[config.mk]
export PLATFORM = sky130hd
export DESIGN_NAME = echo_range_median_filter
export DESIGN_NICKNAME = d
export VERILOG_FILES = /design/src/hdl/erm_pkg.sv /design/src/hdl/echo_range_median_filter.sv /design/src/hdl/erm_queue.sv /design/src/hdl/erm_front.sv /design/src/hdl/erm_back.sv
export SDC_FILE = /design/constraint.sdc
export NUM_CORES = 2
export LEC_CHECK = 0
export BUFFER_PORTS_ARGS = -buffer_cell sky130_fd_sc_hd__buf_2
export CORE_MARGIN = 2
export CORE_UTILIZATION = 60
export DETAILED_ROUTE_END_ITERATION = 10
export GPL_TIMING_DRIVEN = 1
export PLACE_DENSITY = 0.76
export SETUP_SLACK_MARGIN = 0.02
export SYNTH_ARGS = -nofsm -noshare
export SYNTH_HDL_FRONTEND = slang
export SYNTH_SLANG_ARGS = --single-unit
[constraint.sdc]
create_clock -name aclk -period 7.3 [get_ports aclk]
set_input_delay 0 -clock aclk [delete_from_list [all_inputs] [get_ports aclk]]
set_output_delay 0 -clock aclk [all_outputs]
set_load 0.05 [all_outputs]
[src/hdl/erm_pkg.sv]
`default_nettype none
// ----------------------------------------------------------------------------
// erm_pkg: shared definitions for the echo range median filter
// Field widths, register indexes, reset values, queue entry and status types.
// ----------------------------------------------------------------------------
package erm_pkg;

    localparam int SENSORS_DEF = 4;
    localparam int WINDOW_DEF  = 5;

    localparam int DIST_W  = 16;
    localparam int SCALE_W = 12;
    localparam int DUR_W   = 24;
    localparam int SID_W   = 2;
    localparam int FRAC_W  = 10;
    localparam int PROD_W  = DUR_W + SCALE_W;
    localparam int RAW_W   = PROD_W - FRAC_W;

    // configuration port
    localparam int CFG_IDX_W  = 2;
    localparam int CFG_DATA_W = 16;
    localparam logic [CFG_IDX_W-1:0] CFG_MIN_DIST    = 2'd0;
    localparam logic [CFG_IDX_W-1:0] CFG_MAX_DIST    = 2'd1;
    localparam logic [CFG_IDX_W-1:0] CFG_SPEED_SCALE = 2'd2;

    localparam logic [DIST_W-1:0]  MIN_DIST_RST    = 16'd128;
    localparam logic [DIST_W-1:0]  MAX_DIST_RST    = 16'd25600;
    localparam logic [SCALE_W-1:0] SPEED_SCALE_RST = 12'd1114;

    // request codes
    localparam logic REQ_ECHO = 1'b0;
    localparam logic REQ_READ = 1'b1;

    localparam int QUEUE_DEPTH = 4;

    // one classified item as it sits in the queue
    typedef struct packed {
        logic             req_type;
        logic [SID_W-1:0] sensor_id;
        logic             sensor_ok;
        logic [RAW_W-1:0] raw;
    } item_t;

    typedef struct packed {
        logic empty;
        logic full;
    } q_status_t;

    typedef struct packed {
        logic [DIST_W-1:0] min_dist;
        logic [DIST_W-1:0] max_dist;
    } window_t;

endpackage
`default_nettype wire

[src/hdl/echo_range_median_filter.sv]
`default_nettype none
// ----------------------------------------------------------------------------
// echo_range_median_filter: ultrasonic echo distance filter, median of WINDOW
// Converts echo widths to distances and keeps a median-filtered value per sensor.
// ----------------------------------------------------------------------------
// An echo transfer (req_type 0) scales the echo width by speed_scale (Q2.10) into a
// distance in 1/64 cm; a distance inside [min, max] enters the sensor's ring and the
// held value becomes the ring median (reset zeros count), an out-of-window distance
// keeps the held value or zeroes it if it is itself out of window; either way the
// sensor is marked fresh. A read transfer (req_type 1) returns one result: the held
// distance with valid_res 1 once per fresh update, else 0/0. Echoes give no result.
// Transfers land in a 4-entry queue; the back end takes a read at the queue pop, an
// in-window echo through queue pop with ring row fetch, row update, compare matrix
// and rank select, and an out-of-window echo through pop and held check, so reads
// sustain one per cycle while the result register is free, and no new item is taken
// until an echo is through, set by the back-end sequencer and its single ring row
// port. A read passes the queue slot and then the result register before m_valid
// rises. No clearing pass: ring rows carry valid bits cleared at reset.
// Configuration writes take effect on the next cycle and must occur while idle.
// ----------------------------------------------------------------------------
module echo_range_median_filter #(
    parameter int SENSORS = erm_pkg::SENSORS_DEF,
    parameter int WINDOW  = erm_pkg::WINDOW_DEF
) (
    input  logic                              aclk,
    input  logic                              aresetn,
    // configuration write port
    input  logic                              cfg_we,
    input  logic [erm_pkg::CFG_IDX_W-1:0]     cfg_index,
    input  logic [erm_pkg::CFG_DATA_W-1:0]    cfg_wdata,
    // request channel
    input  logic                              s_valid,
    output logic                              s_ready,
    input  logic                              s_req_type,
    input  logic [erm_pkg::SID_W-1:0]         s_sensor_id,
    input  logic [erm_pkg::DUR_W-1:0]         s_echo_width,
    // result channel
    output logic                              m_valid,
    input  logic                              m_ready,
    output logic [erm_pkg::DIST_W-1:0]        m_distance,
    output logic                              m_valid_res
);

    // configuration registers
    logic [erm_pkg::DIST_W-1:0]  min_dist_reg;
    logic [erm_pkg::DIST_W-1:0]  max_dist_reg;
    logic [erm_pkg::SCALE_W-1:0] speed_scale_reg;

    always_ff @(posedge aclk) begin
        if (!aresetn) begin
            min_dist_reg    <= erm_pkg::MIN_DIST_RST;
            max_dist_reg    <= erm_pkg::MAX_DIST_RST;
            speed_scale_reg <= erm_pkg::SPEED_SCALE_RST;
        end else if (cfg_we) begin
            // unknown indexes are dropped
            unique case (cfg_index)
                erm_pkg::CFG_MIN_DIST:    min_dist_reg    <= cfg_wdata;
                erm_pkg::CFG_MAX_DIST:    max_dist_reg    <= cfg_wdata;
                erm_pkg::CFG_SPEED_SCALE: speed_scale_reg <= cfg_wdata[erm_pkg::SCALE_W-1:0];
                default: ;
            endcase
        end
    end

    erm_pkg::window_t   win;
    erm_pkg::item_t     push_item;
    erm_pkg::item_t     head;
    erm_pkg::q_status_t q_status;
    logic               push;
    logic               pop;
    logic [$clog2(erm_pkg::QUEUE_DEPTH + 1)-1:0] q_level;

    assign win.min_dist = min_dist_reg;
    assign win.max_dist = max_dist_reg;

    // front: accept, scale, classify
    erm_front #(
        .SENSORS (SENSORS)
    ) u_front (
        .s_valid       (s_valid),
        .s_ready       (s_ready),
        .s_req_type    (s_req_type),
        .s_sensor_id   (s_sensor_id),
        .s_echo_width  (s_echo_width),
        .speed_scale   (speed_scale_reg),
        .q_status      (q_status),
        .push          (push),
        .push_item     (push_item)
    );

    // decoupling queue
    erm_queue u_queue (
        .aclk      (aclk),
        .aresetn   (aresetn),
        .push      (push),
        .push_item (push_item),
        .pop       (pop),
        .head      (head),
        .status    (q_status),
        .level     (q_level)
    );

    // back: ring update, median, result register
    erm_back #(
        .SENSORS (SENSORS),
        .WINDOW  (WINDOW)
    ) u_back (
        .aclk        (aclk),
        .aresetn     (aresetn),
        .win         (win),
        .head        (head),
        .q_status    (q_status),
        .pop         (pop),
        .m_valid     (m_valid),
        .m_ready     (m_ready),
        .m_distance  (m_distance),
        .m_valid_res (m_valid_res)
    );

`ifndef SYNTH
    // a stale read always reports zero distance
    a_stale_zero: assert property (@(posedge aclk) disable iff (!aresetn)
        m_valid && !m_valid_res |-> m_distance == '0)
        else $error("stale read returned nonzero distance");

    // queue never overfills
    a_queue_bound: assert property (@(posedge aclk) disable iff (!aresetn)
        q_level <= ($clog2(erm_pkg::QUEUE_DEPTH + 1))'(erm_pkg::QUEUE_DEPTH))
        else $error("queue level beyond depth");

    // backpressure only when the queue is full
    a_ready_full: assert property (@(posedge aclk) disable iff (!aresetn)
        !s_ready |-> q_level == ($clog2(erm_pkg::QUEUE_DEPTH + 1))'(erm_pkg::QUEUE_DEPTH))
        else $error("input stalled with room in queue");

    // no pop from an empty queue
    a_pop_empty: assert property (@(posedge aclk) disable iff (!aresetn)
        pop |-> !q_status.empty)
        else $error("pop from empty queue");
`endif

endmodule
`default_nettype wire

[src/hdl/erm_queue.sv]
`default_nettype none
// ----------------------------------------------------------------------------
// erm_queue: item queue between front and back
// Small register FIFO holding classified items.
// ----------------------------------------------------------------------------
module erm_queue (
    input  logic                aclk,
    input  logic                aresetn,
    input  logic                push,
    input  erm_pkg::item_t      push_item,
    input  logic                pop,
    output erm_pkg::item_t      head,
    output erm_pkg::q_status_t  status,
    output logic [$clog2(erm_pkg::QUEUE_DEPTH + 1)-1:0] level
);

    localparam int PTR_W = (erm_pkg::QUEUE_DEPTH > 1) ? $clog2(erm_pkg::QUEUE_DEPTH) : 1;
    localparam int CNT_W = $clog2(erm_pkg::QUEUE_DEPTH + 1);
    localparam logic [PTR_W-1:0] LAST = PTR_W'(erm_pkg::QUEUE_DEPTH - 1);

    erm_pkg::item_t   slot_reg [erm_pkg::QUEUE_DEPTH];
    logic [PTR_W-1:0] wr_ptr_reg, wr_ptr_next;
    logic [PTR_W-1:0] rd_ptr_reg, rd_ptr_next;
    logic [CNT_W-1:0] count_reg, count_next;

    always_comb begin
        wr_ptr_next = wr_ptr_reg;
        rd_ptr_next = rd_ptr_reg;
        count_next  = count_reg;
        if (push) begin
            wr_ptr_next = (wr_ptr_reg == LAST) ? '0 : wr_ptr_reg + 1'b1;
        end
        if (pop) begin
            rd_ptr_next = (rd_ptr_reg == LAST) ? '0 : rd_ptr_reg + 1'b1;
        end
        unique case ({push, pop})
            2'b10:   count_next = count_reg + 1'b1;
            2'b01:   count_next = count_reg - 1'b1;
            default: count_next = count_reg;
        endcase
    end

    always_ff @(posedge aclk) begin
        if (!aresetn) begin
            wr_ptr_reg <= '0;
            rd_ptr_reg <= '0;
            count_reg  <= '0;
        end else begin
            wr_ptr_reg <= wr_ptr_next;
            rd_ptr_reg <= rd_ptr_next;
            count_reg  <= count_next;
        end
    end

    always_ff @(posedge aclk) begin
        if (push) begin
            slot_reg[wr_ptr_reg] <= push_item;
        end
    end

    assign head         = slot_reg[rd_ptr_reg];
    assign status.empty = (count_reg == '0);
    assign status.full  = (count_reg == CNT_W'(erm_pkg::QUEUE_DEPTH));
    assign level        = count_reg;

endmodule
`default_nettype wire

[src/hdl/erm_front.sv]
`default_nettype none
// ----------------------------------------------------------------------------
// erm_front: input acceptance and classification
// Checks the sensor index and scales the echo width to a raw distance.
// ----------------------------------------------------------------------------
module erm_front #(
    parameter int SENSORS = erm_pkg::SENSORS_DEF
) (
    input  logic                          s_valid,
    output logic                          s_ready,
    input  logic                          s_req_type,
    input  logic [erm_pkg::SID_W-1:0]     s_sensor_id,
    input  logic [erm_pkg::DUR_W-1:0]     s_echo_width,
    input  logic [erm_pkg::SCALE_W-1:0]   speed_scale,
    input  erm_pkg::q_status_t            q_status,
    output logic                          push,
    output erm_pkg::item_t                push_item
);

    // wide enough to hold SENSORS itself
    localparam int ID_CMP_W = 6;

    logic [erm_pkg::PROD_W-1:0] product;

    // us * Q2.10 scale, truncated
    assign product = erm_pkg::PROD_W'(s_echo_width) * erm_pkg::PROD_W'(speed_scale);

    assign s_ready = !q_status.full;
    assign push    = s_valid && s_ready;

    assign push_item.req_type  = s_req_type;
    assign push_item.sensor_id = s_sensor_id;
    assign push_item.sensor_ok = ID_CMP_W'(s_sensor_id) < ID_CMP_W'(SENSORS);
    assign push_item.raw       = product[erm_pkg::PROD_W-1:erm_pkg::FRAC_W];

endmodule
`default_nettype wire

[src/hdl/erm_back.sv]
`default_nettype none
// ----------------------------------------------------------------------------
// erm_back: per-sensor ring, median and result register
// Sequencer that takes items from the queue and updates sensor state.
// ----------------------------------------------------------------------------
module erm_back #(
    parameter int SENSORS = erm_pkg::SENSORS_DEF,
    parameter int WINDOW  = erm_pkg::WINDOW_DEF
) (
    input  logic                          aclk,
    input  logic                          aresetn,
    input  erm_pkg::window_t              win,
    input  erm_pkg::item_t                head,
    input  erm_pkg::q_status_t            q_status,
    output logic                          pop,
    output logic                          m_valid,
    input  logic                          m_ready,
    output logic [erm_pkg::DIST_W-1:0]    m_distance,
    output logic                          m_valid_res
);

    localparam int DIST_W = erm_pkg::DIST_W;
    localparam int RAW_W  = erm_pkg::RAW_W;
    localparam int IDX_W  = (SENSORS > 1) ? $clog2(SENSORS) : 1;
    localparam int POS_W  = $clog2(WINDOW);
    localparam int ROW_W  = WINDOW * DIST_W;
    localparam int MID    = WINDOW / 2;

    typedef enum logic [1:0] {ST_IDLE, ST_ROW, ST_CMP, ST_RANK} state_t;

    state_t              state_reg;
    logic [IDX_W-1:0]    cur_idx_reg;
    logic [RAW_W-1:0]    cur_raw_reg;
    logic [ROW_W-1:0]    ring_mem [SENSORS];
    logic [ROW_W-1:0]    ring_rd_reg;
    logic [SENSORS-1:0]  row_valid_reg;
    logic [POS_W-1:0]    pos_reg [SENSORS];
    logic [DIST_W-1:0]   held_reg [SENSORS];
    logic [SENSORS-1:0]  fresh_reg;
    logic [DIST_W-1:0]   samp_reg [WINDOW];
    logic [WINDOW-1:0]   before_reg [WINDOW];
    logic                m_valid_reg;
    logic [DIST_W-1:0]   m_distance_reg;
    logic                m_valid_res_reg;

    logic [IDX_W+erm_pkg::SID_W-1:0] idx_wide;
    logic [IDX_W-1:0]    head_idx;
    logic                out_free;
    logic                rd_hit;
    logic [DIST_W-1:0]   raw16;
    logic                raw_in_win;
    logic [DIST_W-1:0]   held_cur;
    logic                held_in_win;
    logic [POS_W-1:0]    pos_cur;
    logic [POS_W-1:0]    pos_inc;
    logic [ROW_W-1:0]    row_old;
    logic [ROW_W-1:0]    row_next;
    logic [DIST_W-1:0]   samp_next [WINDOW];
    logic [WINDOW-1:0]   before_next [WINDOW];
    logic [DIST_W-1:0]   median;

    assign idx_wide = {{IDX_W{1'b0}}, head.sensor_id};
    assign head_idx = idx_wide[IDX_W-1:0];

    assign out_free = !m_valid_reg || m_ready;
    assign pop      = (state_reg == ST_IDLE) && !q_status.empty
                      && ((head.req_type == erm_pkg::REQ_ECHO) || out_free);
    assign rd_hit   = head.sensor_ok && fresh_reg[head_idx];

    // window checks; anything above 16 bits is out of window
    assign raw16       = cur_raw_reg[DIST_W-1:0];
    assign raw_in_win  = (cur_raw_reg[RAW_W-1:DIST_W] == '0)
                         && (raw16 >= win.min_dist) && (raw16 <= win.max_dist);
    assign held_cur    = held_reg[cur_idx_reg];
    assign held_in_win = (held_cur >= win.min_dist) && (held_cur <= win.max_dist);

    assign pos_cur = pos_reg[cur_idx_reg];
    assign pos_inc = (pos_cur == POS_W'(WINDOW - 1)) ? '0 : pos_cur + 1'b1;

    // never-written row reads as all zero
    assign row_old = row_valid_reg[cur_idx_reg] ? ring_rd_reg : '0;

    always_comb begin
        for (int k = 0; k < WINDOW; k++) begin
            samp_next[k] = (POS_W'(k) == pos_cur) ? raw16 : row_old[k*DIST_W +: DIST_W];
            row_next[k*DIST_W +: DIST_W] = samp_next[k];
        end
    end

    // before_next[i][j]: sample j sorts ahead of sample i (stable order)
    always_comb begin
        for (int i = 0; i < WINDOW; i++) begin
            for (int j = 0; j < WINDOW; j++) begin
                if (j < i) begin
                    before_next[i][j] = samp_reg[j] <= samp_reg[i];
                end else if (j > i) begin
                    before_next[i][j] = samp_reg[j] < samp_reg[i];
                end else begin
                    before_next[i][j] = 1'b0;
                end
            end
        end
    end

    // exactly one sample has rank MID
    always_comb begin
        median = '0;
        for (int i = 0; i < WINDOW; i++) begin
            if ($countones(before_reg[i]) == MID) begin
                median = median | samp_reg[i];
            end
        end
    end

    // control state and registered outputs
    always_ff @(posedge aclk) begin
        if (!aresetn) begin
            state_reg     <= ST_IDLE;
            m_valid_reg   <= 1'b0;
            row_valid_reg <= '0;
            fresh_reg     <= '0;
            for (int s = 0; s < SENSORS; s++) begin
                pos_reg[s]  <= '0;
                held_reg[s] <= '0;
            end
        end else begin
            // a new read result replaces the one leaving this cycle
            if (pop && (head.req_type == erm_pkg::REQ_READ)) begin
                m_valid_reg <= 1'b1;
            end else if (m_ready) begin
                m_valid_reg <= 1'b0;
            end
            unique case (state_reg)
                ST_IDLE: begin
                    if (pop) begin
                        if (head.req_type == erm_pkg::REQ_READ) begin
                            if (rd_hit) begin
                                fresh_reg[head_idx] <= 1'b0;
                            end
                        end else if (head.sensor_ok) begin
                            state_reg <= ST_ROW;
                        end
                    end
                end
                ST_ROW: begin
                    if (raw_in_win) begin
                        row_valid_reg[cur_idx_reg] <= 1'b1;
                        pos_reg[cur_idx_reg]       <= pos_inc;
                        state_reg                  <= ST_CMP;
                    end else begin
                        if (!held_in_win) begin
                            held_reg[cur_idx_reg] <= '0;
                        end
                        fresh_reg[cur_idx_reg] <= 1'b1;
                        state_reg              <= ST_IDLE;
                    end
                end
                ST_CMP: begin
                    state_reg <= ST_RANK;
                end
                ST_RANK: begin
                    held_reg[cur_idx_reg]  <= median;
                    fresh_reg[cur_idx_reg] <= 1'b1;
                    state_reg              <= ST_IDLE;
                end
                default: state_reg <= ST_IDLE;
            endcase
        end
    end

    // payload and ring memory
    always_ff @(posedge aclk) begin
        if (pop) begin
            cur_idx_reg <= head_idx;
            cur_raw_reg <= head.raw;
            ring_rd_reg <= ring_mem[head_idx];
            if (head.req_type == erm_pkg::REQ_READ) begin
                m_distance_reg  <= rd_hit ? held_reg[head_idx] : '0;
                m_valid_res_reg <= rd_hit;
            end
        end
        if ((state_reg == ST_ROW) && raw_in_win) begin
            ring_mem[cur_idx_reg] <= row_next;
            for (int k = 0; k < WINDOW; k++) begin
                samp_reg[k] <= samp_next[k];
            end
        end
        if (state_reg == ST_CMP) begin
            for (int i = 0; i < WINDOW; i++) begin
                before_reg[i] <= before_next[i];
            end
        end
    end

    assign m_valid     = m_valid_reg;
    assign m_distance  = m_distance_reg;
    assign m_valid_res = m_valid_res_reg;

endmodule
`default_nettype wire
Word level (Yosys, flattened, before mapping)

Memories as Yosys holds them, arrays and structs flattened. A register that Yosys moved wholly into a read port is not among the register bits.
Index checks and enable logic that the tools add are counted.

RAM bits: 617
Memories kept: 6
Input bits: 50
Logic and storage cells: 208
Flip-flop bits (word level): 91
Output and inout port bits: 19

Memory list:

| memory            | words | width | read ports | clocked after Yosys merged registers in | write ports | RTL line        | RTL |
|---|---|---|---|---|---|---|---|
| u_back.ring_mem   | 4     | 80    | 1          | 1                                       | 1           | erm_back.sv:34  | `logic [ROW_W-1:0] ring_mem [SENSORS];` |
| u_queue.slot_reg  | 4     | 29    | 1          | 1                                       | 1           | erm_queue.sv:21 | `erm_pkg::item_t slot_reg [erm_pkg::QUEUE_DEPTH];` |
| u_back.samp_reg   | 5     | 16    | 5          | 0                                       | 5           | erm_back.sv:40  | `logic [DIST_W-1:0] samp_reg [WINDOW];` |
| u_back.held_reg   | 4     | 16    | 2          | 2                                       | 4           | erm_back.sv:38  | `logic [DIST_W-1:0] held_reg [SENSORS];` |
| u_back.before_reg | 5     | 5     | 5          | 0                                       | 5           | erm_back.sv:41  | `logic [WINDOW-1:0] before_reg [WINDOW];` |
| u_back.pos_reg    | 4     | 3     | 1          | 1                                       | 4           | erm_back.sv:37  | `logic [POS_W-1:0] pos_reg [SENSORS];` |

Equality and inequality tests: 26
Reduce and logical (&&, ||, !) cells: 34
Order comparisons: 28
$mul: 1
Add/subtract/negate cells: 25
Mux-type cells: 65
Bitwise logic cells: 10

Operators with widths:

| kind                  | number |
|---|---|
| $le A16 B16 Y1        | 12 |
| $mux W16              | 12 |
| $add A32 B1 Y32       | 5 |
| $add A32 B32 Y32      | 5 |
| $eq A32 B3 Y1 const B | 5 |
| $lt A16 B16 Y1        | 10 |
| $mux W80              | 1 |
| $or A16 B16 Y16       | 4 |
| $mul A24 B12 Y36      | 1 |
| $ge A16 B16 Y1        | 2 |
| $mux W1               | 27 |
| $mux W2               | 12 |
| $add A1 B1 Y2         | 10 |
| $mux W4               | 4 |
| $reduce_or A16 Y1     | 1 |
| $eq A2 B2 Y1 const B  | 6 |
| $pmux W4 S3           | 1 |
| $logic_and A1 B1 Y1   | 10 |
| $logic_not A10 Y1     | 1 |
| $reduce_and A2 Y1     | 5 |
| $ne A2 B1 Y1 const B  | 4 |
| $or A4 B4 Y4          | 2 |
| $pmux W2 S4           | 1 |
| $add A3 B1 Y3 const B | 2 |
| 28 further kinds      | 46 |

Depth between registers and ports, before layout

An unclocked memory read counts as a cell.

Depth in word-level cells: 16
Gate-level depth with buffers: 22

Cells and area by module

Synthesis repeated with hierarchy kept, for this count alone.

Cells, all modules: 3386
Area, all modules: 44995.7 um^2

By module, submodules not included:

| module                   | area each (um^2) | cells an instance | times used |
|---|---|---|---|
| erm_back                 | 29639.7          | 1967              | 1 |
| erm_front                | 8769.7           | 1040              | 1 |
| erm_queue                | 4792.1           | 203               | 1 |
| echo_range_median_filter | 1794.2           | 176               | 1 |

Worst setup path after synthesis

No wires, ideal clock.

Path kind: register -> register
From: reg with a tool-made name
To: reg u_queue.count_reg[2] (netlist: u_queue.level[2])
Library setup time: 70 ps
Setup slack: 694 ps
Cell stages (with the launch flop): 10
Data arrival time: 6535 ps
Data required time: 7230 ps
Cells stage by stage: dfxtp_1 -> buf_6 -> mux4_2 -> a2111oi_4 -> ha_1 -> inv_1 -> fa_1 -> xor2_1 -> or3_1 -> a21oi_1

RTL lines:

| item                   | RTL line        | RTL |
|---|---|---|
| end signal: assignment | erm_queue.sv:51 | `count_reg <= count_next;` |
| end: declaration       | erm_queue.sv:24 | `logic [CNT_W-1:0] count_reg, count_next;` |

==> summary.md <==
| Metric | Value |
|---|---|
| Status | `complete, no violations` |
| Total chip power | `17.7 mW` |
| Pwr/cell area | `about 360 nW/um^2` |
| RR Startpoint | `speed_scale_reg[8]` |
| Vias | `28000` |
| Dpl cells | `4288` |
| Worst-skew pair later-pin latency | `0.63 ns` |
| Worst VDD drop | `approximately 0.00032 V` |
| Design area | `48600 sq um` |
| Synthesized area per cell | `13.2 sq um` |
| Synth Flop Type | `edfxtp_1` |
| Setup crit start | `speed_scale_reg[8]` |
| Synth unique cells | `69` |
| Yosys warns | `0` |
| First-pass GRT wire length | `173 mm` |
| Commonest non-fill, non-tap cell in the layout | `edfxtp_1` |
| RSZ-0062 raised after global routing | `no` |
| Synth Area in Simple Gates | `0.0897` |
| DR pass1 iterations | `6` |
| Chip width | `276 um` |
| CTS H-tree lvls | `3` |
| Global route overflow | `0` |
| Post-route insts no fill | `4456` |
| Max Cap Violations | `0` |
| Worst hold path class | `in -> reg` |
| #FFs+latches synth | `between 800 and 900` |
| CP max FO | `25` |
| Filler instances | `approximately 5000` |
| Mapped cell area | `about 44000 sq um` |
| Post-layout min period | `~6.3 ns` |
| Adder-Cell Fraction of Synth Area | `0.190` |
| Async SR Flop Fraction | `0` |
| Antenna Cells | `0` |
| WS Path Type | `reg -> reg` |
| Layout area overhead | `9.42%` |
| # IOs | `69` |
| Largest net degree at the start of global routing | `103` |
| CTS max path bufs | `3` |
| Residual DRC | `0` |
| Core Region | `73100 sq um` |
| Clk root buf | `clkbuf_16` |
| Fin util | `0.665` |
| Tot GR Track Use | `0.299` |
| Post-synthesis compound-gate area fraction | `0.0648` |
| Final Cycle Share | `0.862` |
| Clock-pin slew on the worst setup and hold paths | `approximately 0.06 ns` |
| Die H | `276 um` |
| Largest family of logic cells by synthesized area | `adder cells` |
| Row Count | `99` |
| R2R setup slack | `about 1 ns` |
| Hpwl dp | `75.7 mm` |
| Worst setup EP type | `flip-flop` |
| Startpoint Class | `flip-flop` |
| Max FFs per register | `320` |
| Post-DR wirelength/cell | `25.2 um` |
| ANT nets after route | `0` |
| Die ar. | `76200 sq um` |
| Fin worst setup slack | `1.01 ns` |
| TritonCTS Buffers | `79` |
| Worst-Margin Slew | `1.32 ns` |
| R2R Path End | `u_queue.slot_reg[0][25]` |
| Number of global-route vias before repair | `~29000` |
| Starting Density | `0.608` |
| 1st-iter DRT viols | `2655` |
| WP data arrival | `6.64 ns` |
| Post-Synth XOR/XNOR Area | `0.00591` |
| Initial antenna violation count | `0` |
| Worst Path Required | `7.65 ns` |
| Dpl ws | `1.10 ns` |
| Routed wire length | `112 mm` |
| Endpoints failing hold | `0` |
| DP Area | `45800 sq um` |
| CTS tree | `yes` |
| Routed vias/inst | `6.28` |
| Final setup viols | `0` |
| Most frequent cells in the layout | `edfxtp_1, nand2_1, inv_1` |
| Reg2Reg Depth | `18` |
| Rel. slew slack | `0.117` |
| Hold Path Cell Cnt | `2` |
| Pins over their slew limit | `0` |
| Port Buf Inserts | `68` |
| Hold path endpoint | `u_queue.slot_reg[1][26]` |
| GP Congestion | `0.945` |
| Multiplexer share of the synthesized area | `0.0756` |
| Leakage | `19.1 nW` |
| Syn Inst Count | `3366` |
| TNS Setup | `0 ns` |
| Share of layout cells above drive strength 1 | `0.112` |
| FMAX | `159 MHz` |
| Clock sink total | `roughly 800` |
| Fin nets | `4029` |
| Synth Net Count | `3957` |
| Worst slack on hold paths | `about 0.17 ns` |
| Skew final | `0.0242 ns` |
| Worst hold path startpoint | `s_sensor_id[0]` |
| EDFF count, synth | `approximately 740` |
| Post-CTS setup buffers | `0` |
| Register area share after synthesis | `0.528` |
area by class of cell:
class / count / area [sq um] / share of cell area
Clock buffer: 97 / 2130 / 0.0438
Clock inverter: 43 / 420 / 0.00865
Inverter: 388 / 1460 / 0.0300
Multi-Input combinational cell: 2031 / 19000 / 0.391
Sequential cell: 803 / 23500 / 0.482
Tap cell: 959 / 1200 / 0.0247
Timing Repair Buffer: 135 / 938 / 0.0193
cells by family after synthesis:
kind of cell    count (synthesis)
simple gates                  874
flops                         803
fa+ha+maj                     541
buf+inv                       532
compound gates                434
mux                           152
xor+xnor                       30
routing by layer:
layer	wire (um)	part of all wire	vias up	track usage
met5	0	0	-	0
met4	4040	0.036	0	0.116
met3	8460	0.075	196	0.0359
met2	55200	0.49	1403	0.499
met1	44600	0.40	14200	0.405
li1	-	-	12100	-
worst max-delay path by stage:
stage,end,slack [ns],depth (start not counted)
after floorplan,u_queue.level[2],0.69,9
after global placement,u_queue.slot_reg[0][25],1.19,18
after detailed placement,u_queue.slot_reg[0][25],1.10,18
after CTS,u_queue.slot_reg[3][25],1.09,18
after global routing,u_queue.slot_reg[0][25],0.70,18
final,u_queue.slot_reg[0][25],1.01,18
cell usage after synthesis (all sizes together) (4+ instances only):
library cell / instances / share of area
or3: 4 / 0.00056
o21a: 50 / 0.0084
and2: 93 / 0.013
mux4: 145 / 0.074
clkbuf: 113 / 0.0096
xnor2: 19 / 0.0037
o221ai: 4 / 0.00079
and3: 11 / 0.0015
xor2: 11 / 0.0022
fa: 225 / 0.10
a211oi: 6 / 0.0010
o211ai: 14 / 0.0024
nor3b: 7 / 0.0012
nand2b: 8 / 0.0011
nor2b: 40 / 0.0056
or4: 5 / 0.00084
buf: 31 / 0.0034
nor3: 16 / 0.0018
a21o: 85 / 0.014
nand2: 474 / 0.040
nor4: 11 / 0.0015
a22oi: 17 / 0.0029
a222oi: 16 / 0.0036
mux2: 4 / 0.0010
inv: 388 / 0.033
ha: 316 / 0.089
nand4: 46 / 0.0065
o21ai: 102 / 0.011
nand3: 42 / 0.0047
o31ai: 6 / 0.0010
a21oi: 96 / 0.011
edfxtp: 737 / 0.50
nor2: 106 / 0.0090
dfxtp: 66 / 0.030
where the power goes:
group	internal [mW]	switching [mW]	total, mW
clock	2.33	1.73	4.06
sequential	6.68	0.520	7.20
combinational	2.42	4.02	6.43
total	11.4	6.26	17.7
critical path, stage by stage, from the launching register on:
cell	delay [ns]
dfxtp_1	1.01
nand2_1	0.21
fa_1	0.59
inv_1	0.06
fa_1	0.47
fa_1	0.52
fa_1	0.56
inv_1	0.06
fa_1	0.54
inv_1	0.05
ha_1	0.34
a21oi_1	0.17
o21ai_0	0.16
a21oi_1	0.28
nor3b_1	0.10
a21oi_1	0.30
nor2_1	0.11
a2111oi_2	0.32
xnor2_1	0.17
repair_timing:
| item | in CTS | in global routing |
|---|---|---|
| hold buffers | 28 | 0 |
| resized for setup | 0 | 0 |
| endpoints found under the hold margin | 63 | 0 |
Note: power is estimated with default switching activity, not from simulation.
